===== src/rtl/cswv_pkg.sv =====
// Shared types, codes and constants for the charger status block.
package cswv_pkg;

  // Field widths
  localparam int unsigned SwW     = 3;
  localparam int unsigned CodeW   = 8;
  localparam int unsigned SampleW = 12;
  localparam int unsigned LvlW    = 3;
  localparam int unsigned SumW    = 16;
  localparam int unsigned CfgIdxW = 3;
  localparam int unsigned CfgW    = 12;

  localparam int unsigned NumLevels = 5;

  // Default window depths
  localparam int unsigned CswvVoteDepth = 3;
  localparam int unsigned CswvAvgDepth  = 10;

  // Reset fan thresholds
  localparam logic [SampleW-1:0] FanOnRst  = SampleW'(30);
  localparam logic [SampleW-1:0] FanOffRst = SampleW'(15);

  // Switch state codes; anything above SwOff leaves the status alone
  localparam logic [SwW-1:0] SwBothOn   = 3'd0;
  localparam logic [SwW-1:0] SwFirstOn  = 3'd1;
  localparam logic [SwW-1:0] SwSecondOn = 3'd2;
  localparam logic [SwW-1:0] SwOff      = 3'd3;

  localparam logic [LvlW-1:0] LvlNone = 3'd0;
  localparam logic [LvlW-1:0] LvlFull = 3'd5;

  typedef enum logic [1:0] {
    StWaiting  = 2'd0,
    StCharging = 2'd1,
    StFull     = 2'd2,
    StError    = 2'd3
  } status_e;

  typedef enum logic [1:0] {
    CauseNone    = 2'd0,
    CauseTimeout = 2'd1,
    CauseSwitch  = 2'd2
  } cause_e;

  typedef enum logic [CfgIdxW-1:0] {
    CfgLevel1  = 3'd0,
    CfgLevel2  = 3'd1,
    CfgLevel3  = 3'd2,
    CfgLevel4  = 3'd3,
    CfgFull    = 3'd4,
    CfgFanOn   = 3'd5,
    CfgFanOff  = 3'd6
  } cfg_idx_e;

  typedef logic [NumLevels-1:0][CodeW-1:0] level_codes_t;

  typedef struct packed {
    status_e         status;
    logic [LvlW-1:0] level;
    cause_e          cause;
  } charge_t;

endpackage


===== src/rtl/cswv_status.sv =====
// ID classification, majority vote window and charge status state.
module cswv_status import cswv_pkg::*; #(
  parameter int unsigned VoteDepth = CswvVoteDepth
) (
  input  logic             clk_i,
  input  logic             rst_ni,
  input  logic             upd_i,
  input  logic [SwW-1:0]   sw_i,
  input  logic [CodeW-1:0] id_i,
  input  level_codes_t     codes_i,
  output charge_t          chg_o
);

  localparam int unsigned CntW = $clog2(VoteDepth + 1);

  logic [VoteDepth-1:0][LvlW-1:0] win_q, win_d, win_shift;
  charge_t                        chg_q, chg_d;
  logic [LvlW-1:0]                cls;
  logic [NumLevels-1:0][CntW-1:0] cnt;
  logic [CntW-1:0]                best;
  logic [LvlW-1:0]                winner;

  // Lowest matching level wins when codes are duplicated
  always_comb begin
    cls = LvlNone;
    if (id_i != '0) begin
      for (int l = NumLevels - 1; l >= 0; l--) begin
        if (id_i == codes_i[l]) cls = LvlW'(l + 1);
      end
    end
  end

  always_comb begin
    for (int i = 0; i < VoteDepth - 1; i++) win_shift[i] = win_q[i+1];
    win_shift[VoteDepth-1] = cls;
  end

  always_comb begin
    cnt = '0;
    for (int i = 0; i < VoteDepth; i++) begin
      for (int l = 0; l < NumLevels; l++) begin
        if (win_shift[i] == LvlW'(l + 1)) cnt[l] = cnt[l] + CntW'(1);
      end
    end
  end

  // First strictly greatest count; empty vote falls back to level one
  always_comb begin
    best   = '0;
    winner = LvlW'(1);
    for (int l = 0; l < NumLevels; l++) begin
      if (cnt[l] > best) begin
        best   = cnt[l];
        winner = LvlW'(l + 1);
      end
    end
  end

  always_comb begin
    chg_d = chg_q;
    win_d = win_q;
    case (sw_i) inside
      SwBothOn: begin
        if (id_i != '0) begin
          win_d        = win_shift;
          chg_d.level  = winner;
          chg_d.status = (winner == LvlFull) ? StFull : StCharging;
        end else if (chg_q.status != StFull && chg_q.status != StCharging) begin
          chg_d.level  = LvlNone;
          chg_d.status = StError;
          chg_d.cause  = CauseTimeout;
        end
      end
      SwFirstOn, SwSecondOn: begin
        chg_d.level  = LvlNone;
        chg_d.status = StError;
        chg_d.cause  = CauseSwitch;
        win_d        = '0;
      end
      SwOff: begin
        chg_d.level  = LvlNone;
        chg_d.status = StWaiting;
        win_d        = '0;
      end
      default: begin
      end
    endcase
  end

  always_ff @(posedge clk_i or negedge rst_ni) begin
    if (!rst_ni) begin
      win_q        <= '0;
      chg_q.status <= StWaiting;
      chg_q.level  <= LvlNone;
      chg_q.cause  <= CauseNone;
    end else if (upd_i) begin
      win_q <= win_d;
      chg_q <= chg_d;
    end
  end

  assign chg_o = chg_q;

endmodule


===== src/rtl/cswv_avg.sv =====
// Temperature sample ring, running sum and divide by the ring depth.
module cswv_avg import cswv_pkg::*; #(
  parameter int unsigned AvgDepth = CswvAvgDepth
) (
  input  logic               clk_i,
  input  logic               rst_ni,
  input  logic               upd_i,
  input  logic [SampleW-1:0] sample_i,
  output logic [SampleW-1:0] avg_o
);

  localparam int unsigned PosW     = (AvgDepth > 1) ? $clog2(AvgDepth) : 1;
  // Reciprocal is exact for every 16-bit sum at depths up to 16
  localparam int unsigned DivShift = 21;
  localparam int unsigned RecipW   = DivShift + 1;
  localparam int unsigned ProdW    = SumW + RecipW;
  localparam longint unsigned RecipVal =
    ((64'd1 << DivShift) + AvgDepth - 1) / AvgDepth;
  localparam logic [RecipW-1:0] Recip = RecipW'(RecipVal);

  logic [AvgDepth-1:0][SampleW-1:0] ring_q;
  logic [PosW-1:0]                  pos_q, pos_d;
  logic [SumW-1:0]                  sum_q, sum_d;
  logic [ProdW-1:0]                 prod;

  assign sum_d = sum_q - SumW'(ring_q[pos_q]) + SumW'(sample_i);
  assign pos_d = (pos_q == PosW'(AvgDepth - 1)) ? '0 : pos_q + PosW'(1);

  always_ff @(posedge clk_i or negedge rst_ni) begin
    if (!rst_ni) begin
      ring_q <= '0;
      pos_q  <= '0;
      sum_q  <= '0;
    end else if (upd_i) begin
      ring_q[pos_q] <= sample_i;
      pos_q         <= pos_d;
      sum_q         <= sum_d;
    end
  end

  assign prod  = ProdW'(sum_q) * ProdW'(Recip);
  assign avg_o = prod[DivShift +: SampleW];

endmodule


===== src/rtl/charger_status_with_id_vote_and_fan.sv =====
// Top level: config registers, three-stage tick pipeline and fan hysteresis.
//
// One poll tick per transfer, one result per tick, and a new tick can be taken
// every clock cycle while the output is not stalled. A tick passes through
// the input register, then the stage where the vote window, status and running
// sample sum are updated, then the result register where the average (sum times
// a fixed reciprocal) and the fan hysteresis are settled. The running sum and
// the status registers are updated once per tick, which sets the rate at one
// tick per cycle without back-pressure. Configuration writes are always taken
// and must only be made while no tick is in flight.
module charger_status_with_id_vote_and_fan import cswv_pkg::*; #(
  parameter int unsigned VoteDepth = CswvVoteDepth,
  parameter int unsigned AvgDepth  = CswvAvgDepth
) (
  input  logic               clk_i,
  input  logic               rst_ni,
  input  logic               cfg_valid_i,
  output logic               cfg_ready_o,
  input  logic [CfgIdxW-1:0] cfg_index_i,
  input  logic [CfgW-1:0]    cfg_data_i,
  input  logic               in_valid_i,
  output logic               in_ready_o,
  input  logic [SwW-1:0]     switch_state_i,
  input  logic [CodeW-1:0]   remote_id_i,
  input  logic [SampleW-1:0] temp_sample_i,
  output logic               out_valid_o,
  input  logic               out_ready_i,
  output logic [1:0]         status_o,
  output logic [LvlW-1:0]    power_level_o,
  output logic [1:0]         error_cause_o,
  output logic               fan_on_o,
  output logic [SampleW-1:0] sample_average_o
);

  level_codes_t       codes_q;
  logic [SampleW-1:0] fan_on_q, fan_off_q;

  logic               s1_vld_q, s2_vld_q, out_vld_q;
  logic [SwW-1:0]     sw_q;
  logic [CodeW-1:0]   id_q;
  logic [SampleW-1:0] smp_q;

  logic               out_adv, s1_adv, in_xfer;
  charge_t            chg, chg_out_q;
  logic [SampleW-1:0] avg, avg_out_q;
  logic               fan_q, fan_d;

  assign cfg_ready_o = 1'b1;

  always_ff @(posedge clk_i or negedge rst_ni) begin
    if (!rst_ni) begin
      for (int l = 0; l < NumLevels; l++) codes_q[l] <= CodeW'(l + 1);
      fan_on_q  <= FanOnRst;
      fan_off_q <= FanOffRst;
    end else if (cfg_valid_i) begin
      unique case (cfg_index_i)
        CfgLevel1: codes_q[0] <= cfg_data_i[CodeW-1:0];
        CfgLevel2: codes_q[1] <= cfg_data_i[CodeW-1:0];
        CfgLevel3: codes_q[2] <= cfg_data_i[CodeW-1:0];
        CfgLevel4: codes_q[3] <= cfg_data_i[CodeW-1:0];
        CfgFull:   codes_q[4] <= cfg_data_i[CodeW-1:0];
        CfgFanOn:  fan_on_q   <= cfg_data_i[SampleW-1:0];
        CfgFanOff: fan_off_q  <= cfg_data_i[SampleW-1:0];
        default: begin
        end
      endcase
    end
  end

  // Pipeline flow: each stage moves when the one after it is free or moving
  assign out_adv    = s2_vld_q && (!out_vld_q || out_ready_i);
  assign s1_adv     = s1_vld_q && (!s2_vld_q || out_adv);
  assign in_ready_o = !s1_vld_q || s1_adv;
  assign in_xfer    = in_valid_i && in_ready_o;

  always_ff @(posedge clk_i or negedge rst_ni) begin
    if (!rst_ni) begin
      s1_vld_q  <= 1'b0;
      s2_vld_q  <= 1'b0;
      out_vld_q <= 1'b0;
    end else begin
      if (in_ready_o) s1_vld_q <= in_valid_i;
      if (!s2_vld_q || out_adv) s2_vld_q <= s1_adv;
      if (!out_vld_q || out_ready_i) out_vld_q <= s2_vld_q;
    end
  end

  always_ff @(posedge clk_i) begin
    if (in_xfer) begin
      sw_q  <= switch_state_i;
      id_q  <= remote_id_i;
      smp_q <= temp_sample_i;
    end
  end

  // State registers in these units double as the second stage payload
  cswv_status #(
    .VoteDepth(VoteDepth)
  ) u_status (
    .clk_i   (clk_i),
    .rst_ni  (rst_ni),
    .upd_i   (s1_adv),
    .sw_i    (sw_q),
    .id_i    (id_q),
    .codes_i (codes_q),
    .chg_o   (chg)
  );

  cswv_avg #(
    .AvgDepth(AvgDepth)
  ) u_avg (
    .clk_i    (clk_i),
    .rst_ni   (rst_ni),
    .upd_i    (s1_adv),
    .sample_i (smp_q),
    .avg_o    (avg)
  );

  // Off test applied last so it wins when both thresholds hold
  always_comb begin
    fan_d = fan_q;
    if (avg > fan_on_q)  fan_d = 1'b1;
    if (avg < fan_off_q) fan_d = 1'b0;
  end

  always_ff @(posedge clk_i or negedge rst_ni) begin
    if (!rst_ni) begin
      fan_q <= 1'b0;
    end else if (out_adv) begin
      fan_q <= fan_d;
    end
  end

  always_ff @(posedge clk_i) begin
    if (out_adv) begin
      chg_out_q <= chg;
      avg_out_q <= avg;
    end
  end

  assign out_valid_o      = out_vld_q;
  assign status_o         = chg_out_q.status;
  assign power_level_o    = chg_out_q.level;
  assign error_cause_o    = chg_out_q.cause;
  assign fan_on_o         = fan_q;
  assign sample_average_o = avg_out_q;

endmodule

===== config.mk =====
export PLATFORM = sky130hd
export DESIGN_NAME = charger_status_with_id_vote_and_fan
export DESIGN_NICKNAME = d
export VERILOG_FILES = /design/src/rtl/cswv_pkg.sv /design/src/rtl/cswv_status.sv /design/src/rtl/cswv_avg.sv /design/src/rtl/charger_status_with_id_vote_and_fan.sv
export SDC_FILE = /design/constraint.sdc
export NUM_CORES = 1
export LEC_CHECK = 0
export ABC_CLOCK_PERIOD_IN_PS = 9010
export BUFFER_PORTS_ARGS = -buffer_cell sky130_fd_sc_hd__buf_2
export CELL_PAD_IN_SITES_DETAIL_PLACEMENT = 2
export CELL_PAD_IN_SITES_GLOBAL_PLACEMENT = 2
export CORE_ASPECT_RATIO = 1.5
export CORE_MARGIN = 2
export CORE_UTILIZATION = 30
export CTS_CLUSTER_DIAMETER = 30
export DETAILED_ROUTE_END_ITERATION = 16
export GPL_ROUTABILITY_DRIVEN = 0
export PLACE_DENSITY = 0.59
export SLEW_MARGIN = 20
export SYNTH_ARGS = -nofsm -noshare
export SYNTH_HDL_FRONTEND = slang
export SYNTH_HIERARCHICAL = 1
export SYNTH_SLANG_ARGS = --single-unit

===== constraint.sdc =====
create_clock -name clk_i -period 9.01 [get_ports clk_i]
set_input_delay 0 -clock clk_i [delete_from_list [all_inputs] [get_ports clk_i]]
set_output_delay 0 -clock clk_i [all_outputs]
set_load 0.01 [all_outputs]

==> metrics.md, run 1 <==
| Metric | Value |
|---|---|
| Via-to-Cell Ratio | `4.80` |
| Post-synthesis sequential area ratio | `37.9%` |
| WP data required | `9.51 ns` |
| Relative slew margins | `26.8%` |
| Status | `complete, no violations` |
| Post-CTS sizing | `0` |
| Ranking of synthesized cells by area | `dfrtp_1 (29%), ha_1 (13%), fa_1 (10%)` |
| Syn_nets | `1944` |
| Final setup vio count | `0` |
| DR top layer | `met4` |
| Core Util, Final | `36.7%` |
| CTS Buf Count | `59` |
| Vias in the first global route | `14500` |
| Yosys cell types | `79` |
| Metal1 wirelength | `20000 um` |
| Total number of vias | `12400` |
| I/O Buffers | `64` |
| Yosys top cell area share | `28.7%` |
| Synthesis Warnings | `6` |
| Hold path cells | `2` |
| Tcrit/Tclk final | `78.8%` |
| Drt drc | `0` |
| Critical path arrival | `7.61 ns` |
| Post-route ant nets | `0` |
| Worst-Skew Late Latency | `0.62 ns` |
| Hold_sp | `switch_state_i[1]` |
| I/O pin cnt | `66` |
| Max cap viols | `0` |
| Die H | `304 um` |
| Clk sink count | `263` |
| Clock root cell | `clkbuf_16` |
| Reg2reg start | `u_avg/sum_q[13]` |
| Initial DRC Count | `299` |
| CP max stage delay | `0.55 ns` |
| Ant. Diodes | `0` |
| Clock skew | `0.0243 ns` |
| CP Launch Type | `register` |
| Cell taking the most area after synthesis | `dfrtp_1` |
| Flops & latches, synth | `263` |
| TritonRoute pass-1 iters | `4` |
| Multi-input gate area | `9820 um^2` |
| Largest net degree at the start of global routing | `79` |
| Die X-Extent | `204 um` |
| Filler Cells Inserted | `6207` |
| Gr usage total | `17.2%` |
| Maximum fanout along the worst path | `5` |
| Met3 WL | `1280 um` |
| Core Box Area | `59100 um^2` |
| RSZ-0062 raised after global routing | `no` |
| Share of cells above drive strength 1 | `21.0%` |
| Area grow syn2layout | `20.6%` |
| Longest Clk Path Bufs | `3` |
| Fin Setup TNS | `0 ns` |
| Crit Reg-Reg Endpoint | `fan_on_o` |
| Peak Freq | `141 MHz` |
| Postcts setup bufs | `0` |
| Detailed Route WL | `51600 um` |
| Worst reg2reg path depth | `25` |
| Crit path capture type | `register` |
| Worst path bufs/invs | `6` |
| Die ar. | `62000 um^2` |
| CP top delay family | `adder cells` |
| Crit Path Class | `reg -> reg` |
| FF+latch area | `6810 um^2` |
| Initial Util | `30.5%` |
| Reg2reg setup slack | `1.91 ns` |
| Slew Limit Fails | `0` |
| H-tree levels | `2` |
| Ys flop type | `dfrtp_1` |
| Clock transition at path regs | `0.05 ns` |
| Cell Area, Synth | `18000 um^2` |
| Commonest cells after routing, fill and taps aside | `inv_1 (275), dfrtp_1 (205), ha_1 (185), mux2_2 (119), nand2_1 (118)` |
| Syn Area/Cell | `11.1 um^2` |
| Slowest CP cell | `fa_1` |
| DP HPWL | `39000 um` |
| Slew @ Worst Pin | `1.10 ns` |
| Placement Rows | `109` |
| Worst hold path endpoint | `sw_q[1]` |
| Drt wl/cell | `20.0 um` |
| Async S/R FF share, synth | `84.0%` |
| Grt total ovfl | `0` |
| Minimum clock period | `7.10 ns` |
| Commonest non-fill, non-tap cell in the layout | `inv_1` |
| Initial antenna violation count | `0` |
| Worst Hold Class | `in -> reg` |
| CP most frequent cell | `inv_1` |
| First-pass GRT wire length | `82100 um` |
| Met2 routed WL | `28400 um` |
| EDFF count, synth | `42` |
| Hold bufs inserted after CTS | `48` |
| Layout Nets | `2067` |
| Post-Syn Instances | `1625` |
| Hold Vio Cnt, Final | `0` |
| CTS tree | `done` |
==> flip-flops by register name, summed over array words and instances (netlist names) <==
register / cells
u_avg/ring_q: 120
codes_q: 40
u_avg/sum_q: 16
fan_off_q: 12
fan_on_q: 12
sample_average_o: 12
smp_q: 12
id_q: 8
u_status/chg_o: 7
u_status/win_q: 6
u_avg/pos_q: 4
power_level_o: 3
sw_q: 3
error_cause_o: 2
status_o: 2
fan_on_o: 1
out_valid_o: 1
s1_vld_q: 1
s2_vld_q: 1
==> kinds of logic (layout without fill, tap and decap cells) <==
logic type      Yosys count  after routing  synth area share [%]
compound gates          230            230                  8.06
xor+xnor                 77             77                  3.83
fa+ha+maj               276            276                  23.0
buf+inv                 338            512                  7.71
flops                   263            263                  37.9
mux                     165            165                  11.7
other cells               1              1                0.0208
simple gates            275            275                  7.84
==> layout make-up <==
| cell class | instances | share of cell area [%] |
|---|---|---|
| inverter | 276 | 4.78 |
| clock inverter | 38 | 2.28 |
| clock buffer | 74 | 7.68 |
| timing repair buffer | 124 | 4.15 |
| tap | 777 | 4.48 |
| sequential | 263 | 31.4 |
| multi-input combinational | 1024 | 45.2 |
==> routing by layer <==
| metal | track usage [%] | up-vias |
|---|---|---|
| li1 | - | 5723 |
| met1 | 18.8 | 6404 |
| met2 | 32.9 | 147 |
| met3 | 2.37 | 91 |
| met4 | 6.59 | 0 |
| met5 | 0 | - |
==> cells in the mapped netlist, types with 17 or more instances <==
cell type	number
a21o_1	17
a21oi_1	30
buf_4	17
clkbuf_1	24
dfrtp_1	206
edfxtp_1	42
fa_1	91
ha_1	185
inv_1	276
mux2_2	119
mux2i_1	21
mux4_2	24
nand2_1	118
nor2_1	35
nor3_1	20
o21ai_0	111
xnor2_1	35
xor2_1	40
==> per-stage QoR <==
stage | std cells | setup WS [ns] | area (um^2) | hold WS (ns)
after floorplan | 1625 | 2.75 | 18000 | -0.296
after global placement | 2416 | 2.11 | 19100 | 0.0757
after detailed placement | 2416 | 1.85 | 19100 | 0.0709
after CTS | 2576 | 1.83 | 21700 | 0.0473
after global routing | 2576 | 1.50 | 21700 | 0.0811
final | 2576 | 1.91 | 21700 | 0.0823
==> worst max path at each step <==
stage,from,end,cells past startpoint
after global placement,u_avg/sum_q[4],fan_on_o,24
after CTS,u_avg/sum_q[13],fan_on_o,25
final,u_avg/sum_q[13],fan_on_o,25
after floorplan,u_avg/sum_q[6],fan_on_o,24
after global routing,u_avg/sum_q[14],fan_on_o,26
after detailed placement,u_avg/sum_q[13],fan_on_o,25
Power of run 1 is not shown: default switching activity piles up to over one toggle a cycle in this logic, so the estimate is an artifact.
==> run 2, diff against run 1 <==
--- a/config.mk
+++ b/config.mk
@@ -5,7 +5,7 @@
 export SDC_FILE = /design/constraint.sdc
 export NUM_CORES = 1
 export LEC_CHECK = 0
-export ABC_CLOCK_PERIOD_IN_PS = 9010
+export ABC_CLOCK_PERIOD_IN_PS = 6710
 export BUFFER_PORTS_ARGS = -buffer_cell sky130_fd_sc_hd__buf_2
 export CELL_PAD_IN_SITES_DETAIL_PLACEMENT = 2
 export CELL_PAD_IN_SITES_GLOBAL_PLACEMENT = 2
==> constraint.sdc (replaced) <==
create_clock -name clk_i -period 6.71 [get_ports clk_i]
set_input_delay 0 -clock clk_i [delete_from_list [all_inputs] [get_ports clk_i]]
set_output_delay 0 -clock clk_i [all_outputs]
set_load 0.01 [all_outputs]
==> metrics.md, run 2 (synthesis gave the netlist of run 1 again) <==
| Metric | Value |
|---|---|
| Initial antenna violation count | `0` |
| Gr usage total | `17.5%` |
| Tcrit/Tclk final | `97.7%` |
| Core Box Area | `59100 um^2` |
| Multi-input gate area | `10300 um^2` |
| CTS tree | `done` |
| Total number of vias | `12600` |
| Longest Clk Path Bufs | `3` |
| H-tree levels | `3` |
| Fin Setup TNS | `0 ns` |
| First-pass GRT wire length | `83200 um` |
| Largest net degree at the start of global routing | `110` |
| Filler Cells Inserted | `6150` |
| Worst reg2reg path depth | `26` |
| Setup ws final | `0.152 ns` |
| Maximum fanout along the worst path | `4` |
| Layout Nets | `2136` |
| WP data required | `7.16 ns` |
| Commonest cells after routing, fill and taps aside | `inv_1 (273), dfrtp_1 (201), ha_1 (168), mux2_2 (119), nand2_1 (117)` |
| CP Launch Type | `register` |
| Clock transition at path regs | `0.04 ns` |
| Max cap viols | `0` |
| Placement Rows | `109` |
| Hold Vio Cnt, Final | `0` |
| Commonest non-fill, non-tap cell in the layout | `inv_1` |
| Die H | `304 um` |
| Clock root cell | `clkbuf_16` |
| Final setup vio count | `0` |
| Drt drc | `0` |
| CP max stage delay | `0.57 ns` |
| Relative slew margins | `23.2%` |
| Critical path arrival | `7.01 ns` |
| Peak Freq | `152 MHz` |
| Worst Hold Class | `in -> async` |
| Largest register FFs | `120` |
| Via-to-Cell Ratio | `4.77` |
| Pre-CTS setup slack | `-0.187 ns` |
| FF+latch area | `6820 um^2` |
| Initial Util | `30.5%` |
| Initial DRC Count | `302` |
| Die X-Extent | `204 um` |
| Crit path capture type | `register` |
| Area grow syn2layout | `26.5%` |
| Grt total ovfl | `0` |
| TritonRoute pass-1 iters | `4` |
| I/O Buffers | `64` |
| Status | `complete, no violations` |
| Detailed Route WL | `53200 um` |
| CTS Buf Count | `67` |
| Slew Limit Fails | `0` |
| Share of cells above drive strength 1 | `26.5%` |
| Post-route ant nets | `0` |
| Hold slack | `0.114 ns` |
| Ant. Diodes | `0` |
| Clk sink count | `263` |
| Drt wl/cell | `20.1 um` |
| Die ar. | `62000 um^2` |
| Largest registers | `u_avg/ring_q x120, codes_q x40, u_avg/sum_q x16` |
| DP HPWL | `39600 um` |
| Clock skew | `0.0168 ns` |
| Minimum clock period | `6.56 ns` |
| Worst-Skew Late Latency | `0.57 ns` |
| Slowest CP cell | `fa_1` |
| Vias in the first global route | `14800` |
| Slew @ Worst Pin | `1.15 ns` |
| Most flop-heavy register | `u_avg/ring_q` |
| RSZ-0062 raised after global routing | `yes` |
| I/O pin cnt | `66` |
| Crit Path Class | `reg -> reg` |
## run 2: cell types whose count changed in the layout (fill, tap and decap cells not counted), sizes merged
cell         delta
buf            +65
clkbuf         +18
inv             -6
clkinvlp        -4
dlygate4sd3     -4
clkinv          -2
bufinv          +1
## run 2: metrics by stage
step / std cells / cell area [um^2] / utilization, %
after CTS: 2633 / 22300 / 37.8
after floorplan: 1625 / 18000 / -
after global placement: 2464 / 19400 / 32.9
after detailed placement: 2464 / 19400 / 32.9
final: 2644 / 22800 / 38.5
after global routing: 2644 / 22800 / 38.5
## run 2: worst paths after layout
check	startpoint	to	slack [ns]
worst max register to register	u_avg/sum_q[1]	fan_on_o	0.15
min in group clk_i	switch_state_i[0]	sw_q[0]	0.14
worst min register to register	u_status/chg_o[0]	error_cause_o[0]	0.45
worst min-delay path	rst_ni	u_status/win_q[5]	0.11
worst max-delay path	u_avg/sum_q[1]	fan_on_o	0.15
max in group asynchronous	rst_ni	codes_q[33]	5.22
## run 2: critical path, delay by kind of cell (launching register included)
| kind | cells | cell delay, ns |
|---|---|---|
| simple gates | 6 | 0.92 |
| flops | 1 | 0.43 |
| compound gates | 5 | 0.97 |
| xor+xnor | 2 | 0.38 |
| fa+ha+maj | 8 | 3.17 |
| buf+inv | 5 | 0.55 |
## run 2: area by class of cell
cell class                      count  area share [%]
Clock inverter                     27            1.56
Timing Repair Buffer              185            5.94
Sequential cell                   263            29.9
Inverter                          276            4.55
Clock buffer                       92            8.68
Multi-Input combinational cell   1024            45.1
Tap cell                          777            4.27
## run 2: what timing repair did
action,in CTS,in global routing
setup endpoints to repair,2,6
buffers inserted,6,11
endpoints found under the hold margin,197,0
resized for setup,16,53
pin swaps,7,26
hold buffers,44,0
## run 2: routing by layer
metal / wire, um / vias to the layer above / GRT usage [%]
met5: 0 / - / 0
met4: 1770 / 0 / 7.04
met3: 1390 / 87 / 2.76
met2: 29200 / 162 / 33.0
met1: 20900 / 6509 / 19.4
li1: - / 5857 / -
Power of run 2 is left out for the same reason.
==> run 3, diff against run 2 <==
--- a/config.mk
+++ b/config.mk
@@ -12,6 +12,7 @@
 export CORE_ASPECT_RATIO = 1.5
 export CORE_MARGIN = 2
 export CORE_UTILIZATION = 30
+export CTS_BUF_LIST = sky130_fd_sc_hd__clkbuf_4 sky130_fd_sc_hd__clkbuf_8 sky130_fd_sc_hd__clkbuf_16
 export CTS_CLUSTER_DIAMETER = 30
 export DETAILED_ROUTE_END_ITERATION = 16
 export GPL_ROUTABILITY_DRIVEN = 0
==> metrics.md, run 3 (synthesis gave the netlist of run 1 again) <==
| Metric | Value |
|---|---|
| Status | `complete, no violations` |
| Post-route ant nets | `0` |
| Longest Clk Path Bufs | `3` |
| Vias in the first global route | `14800` |
| Drt drc | `0` |
| Clock skew | `0.0187 ns` |
| CP Launch Type | `register` |
| Die ar. | `62000 um^2` |
| Hold slack | `0.112 ns` |
| Tcrit/Tclk final | `97.8%` |
| Detailed Route WL | `53300 um` |
| Gr usage total | `17.5%` |
| Fin Setup TNS | `0 ns` |
| Filler Cells Inserted | `6141` |
| Initial antenna violation count | `0` |
| Final setup vio count | `0` |
| DP HPWL | `39600 um` |
| Core Box Area | `59100 um^2` |
| Most flop-heavy register | `u_avg/ring_q` |
| Critical path arrival | `7.01 ns` |
| WP data required | `7.16 ns` |
| Die X-Extent | `204 um` |
| Hold Vio Cnt, Final | `0` |
| Share of cells above drive strength 1 | `27.0%` |
| Slew Limit Fails | `0` |
| Total number of vias | `12600` |
| Initial Util | `30.5%` |
| Worst-Skew Late Latency | `0.57 ns` |
| Peak Freq | `152 MHz` |
| CTS Buf Count | `67` |
| I/O pin cnt | `66` |
| Via-to-Cell Ratio | `4.78` |
| Crit Path Class | `reg -> reg` |
| Clock root cell | `clkbuf_16` |
| Grt total ovfl | `0` |
| I/O Buffers | `64` |
| Largest net degree at the start of global routing | `110` |
| Commonest non-fill, non-tap cell in the layout | `inv_1` |
| TritonRoute pass-1 iters | `4` |
| Layout Nets | `2136` |
| H-tree levels | `3` |
| Placement Rows | `109` |
| Ant. Diodes | `0` |
| CTS tree | `done` |
| Relative slew margins | `24.6%` |
| Maximum fanout along the worst path | `4` |
| Largest register FFs | `120` |
| Initial DRC Count | `316` |
| Die H | `304 um` |
| Minimum clock period | `6.56 ns` |
| Max cap viols | `0` |
| Commonest cells after routing, fill and taps aside | `inv_1 (273), dfrtp_1 (201), ha_1 (168), mux2_2 (119), nand2_1 (117)` |
| Crit path capture type | `register` |
| Largest registers | `u_avg/ring_q x120, codes_q x40, u_avg/sum_q x16` |
| Area grow syn2layout | `26.8%` |
| Clock transition at path regs | `0.04 ns` |
| Slew @ Worst Pin | `1.13 ns` |
| RSZ-0062 raised after global routing | `yes` |
| First-pass GRT wire length | `83100 um` |
| Clk sink count | `263` |
| Worst Hold Class | `in -> async` |
| Drt wl/cell | `20.2 um` |
==> run 3: cell counts in the layout (fill, tap and decap cells not counted) <==
No cell type changed its count.
==> run 3: through the flow <==
step / setup slack [ns] / area, um^2 / utilization [%] / std cells
global route: -0.112 / 22800 / 38.6 / 2644
floorplan: 0.447 / 18000 / - / 1625
CTS: -0.0102 / 22400 / 37.9 / 2633
finish: 0.151 / 22800 / 38.6 / 2644
global placement: 0.00563 / 19400 / 32.9 / 2464
detailed placement: -0.187 / 19400 / 32.9 / 2464
==> run 3: what timing repair did <==
item	CTS	global route
setup endpoints to repair	2	6
pin swaps	7	26
resized for setup	16	53
endpoints found under the hold margin	197	0
buffers inserted	6	11
hold buffers	44	0
==> run 3: cell type report <==
cell class / count / area, um^2 / area share (%)
sequential: 263 / 6820 / 29.9
multi-input combinational: 1024 / 10300 / 45.0
tap: 777 / 972 / 4.26
inverter: 276 / 1040 / 4.54
clock buffer: 92 / 2010 / 8.83
clock inverter: 27 / 354 / 1.55
timing repair buffer: 185 / 1350 / 5.93
==> run 3: metal layers <==
metal | global-route usage [%] | part of all wire [%] | wire length [um]
met5 | 0 | 0 | 0
met4 | 6.69 | 3.2 | 1720
met3 | 2.70 | 2.6 | 1360
met2 | 33.1 | 55 | 29200
met1 | 19.4 | 39 | 21000
==> run 3: final timing paths <==
| check | startpoint | to | slack [ns] | cells after the start |
|---|---|---|---|---|
| setup / recovery | u_avg/sum_q[1] | fan_on_o | 0.15 | 26 |
| hold / removal | rst_ni | u_status/win_q[5] | 0.11 | 2 |
| setup reg to reg | u_avg/sum_q[1] | fan_on_o | 0.15 | 26 |
| hold reg to reg | u_status/chg_o[0] | error_cause_o[0] | 0.45 | 0 |
| max in group asynchronous | rst_ni | codes_q[12] | 5.22 | 3 |
| min in group clk_i | switch_state_i[0] | sw_q[0] | 0.14 | 2 |
==> run 3: worst max-delay path: stages (launching register included) <==
cell     delay (ns)
dfrtp_1        0.43
ha_4           0.31
xor2_2         0.21
ha_4           0.25
fa_1           0.57
fa_1           0.46
fa_1           0.56
inv_1          0.06
fa_1           0.54
inv_1          0.07
ha_4           0.28
nand4_1        0.20
nor3_4         0.26
buf_6          0.13
nand3_4        0.11
a31oi_4        0.26
nor4b_4        0.08
o41ai_2        0.40
xnor2_1        0.17
buf_4          0.16
buf_4          0.13
ha_4           0.20
o21ai_1        0.08
nor2_1         0.06
nor3_1         0.21
o21ai_1        0.10
o211a_1        0.13
Power of run 3 is left out for the same reason.
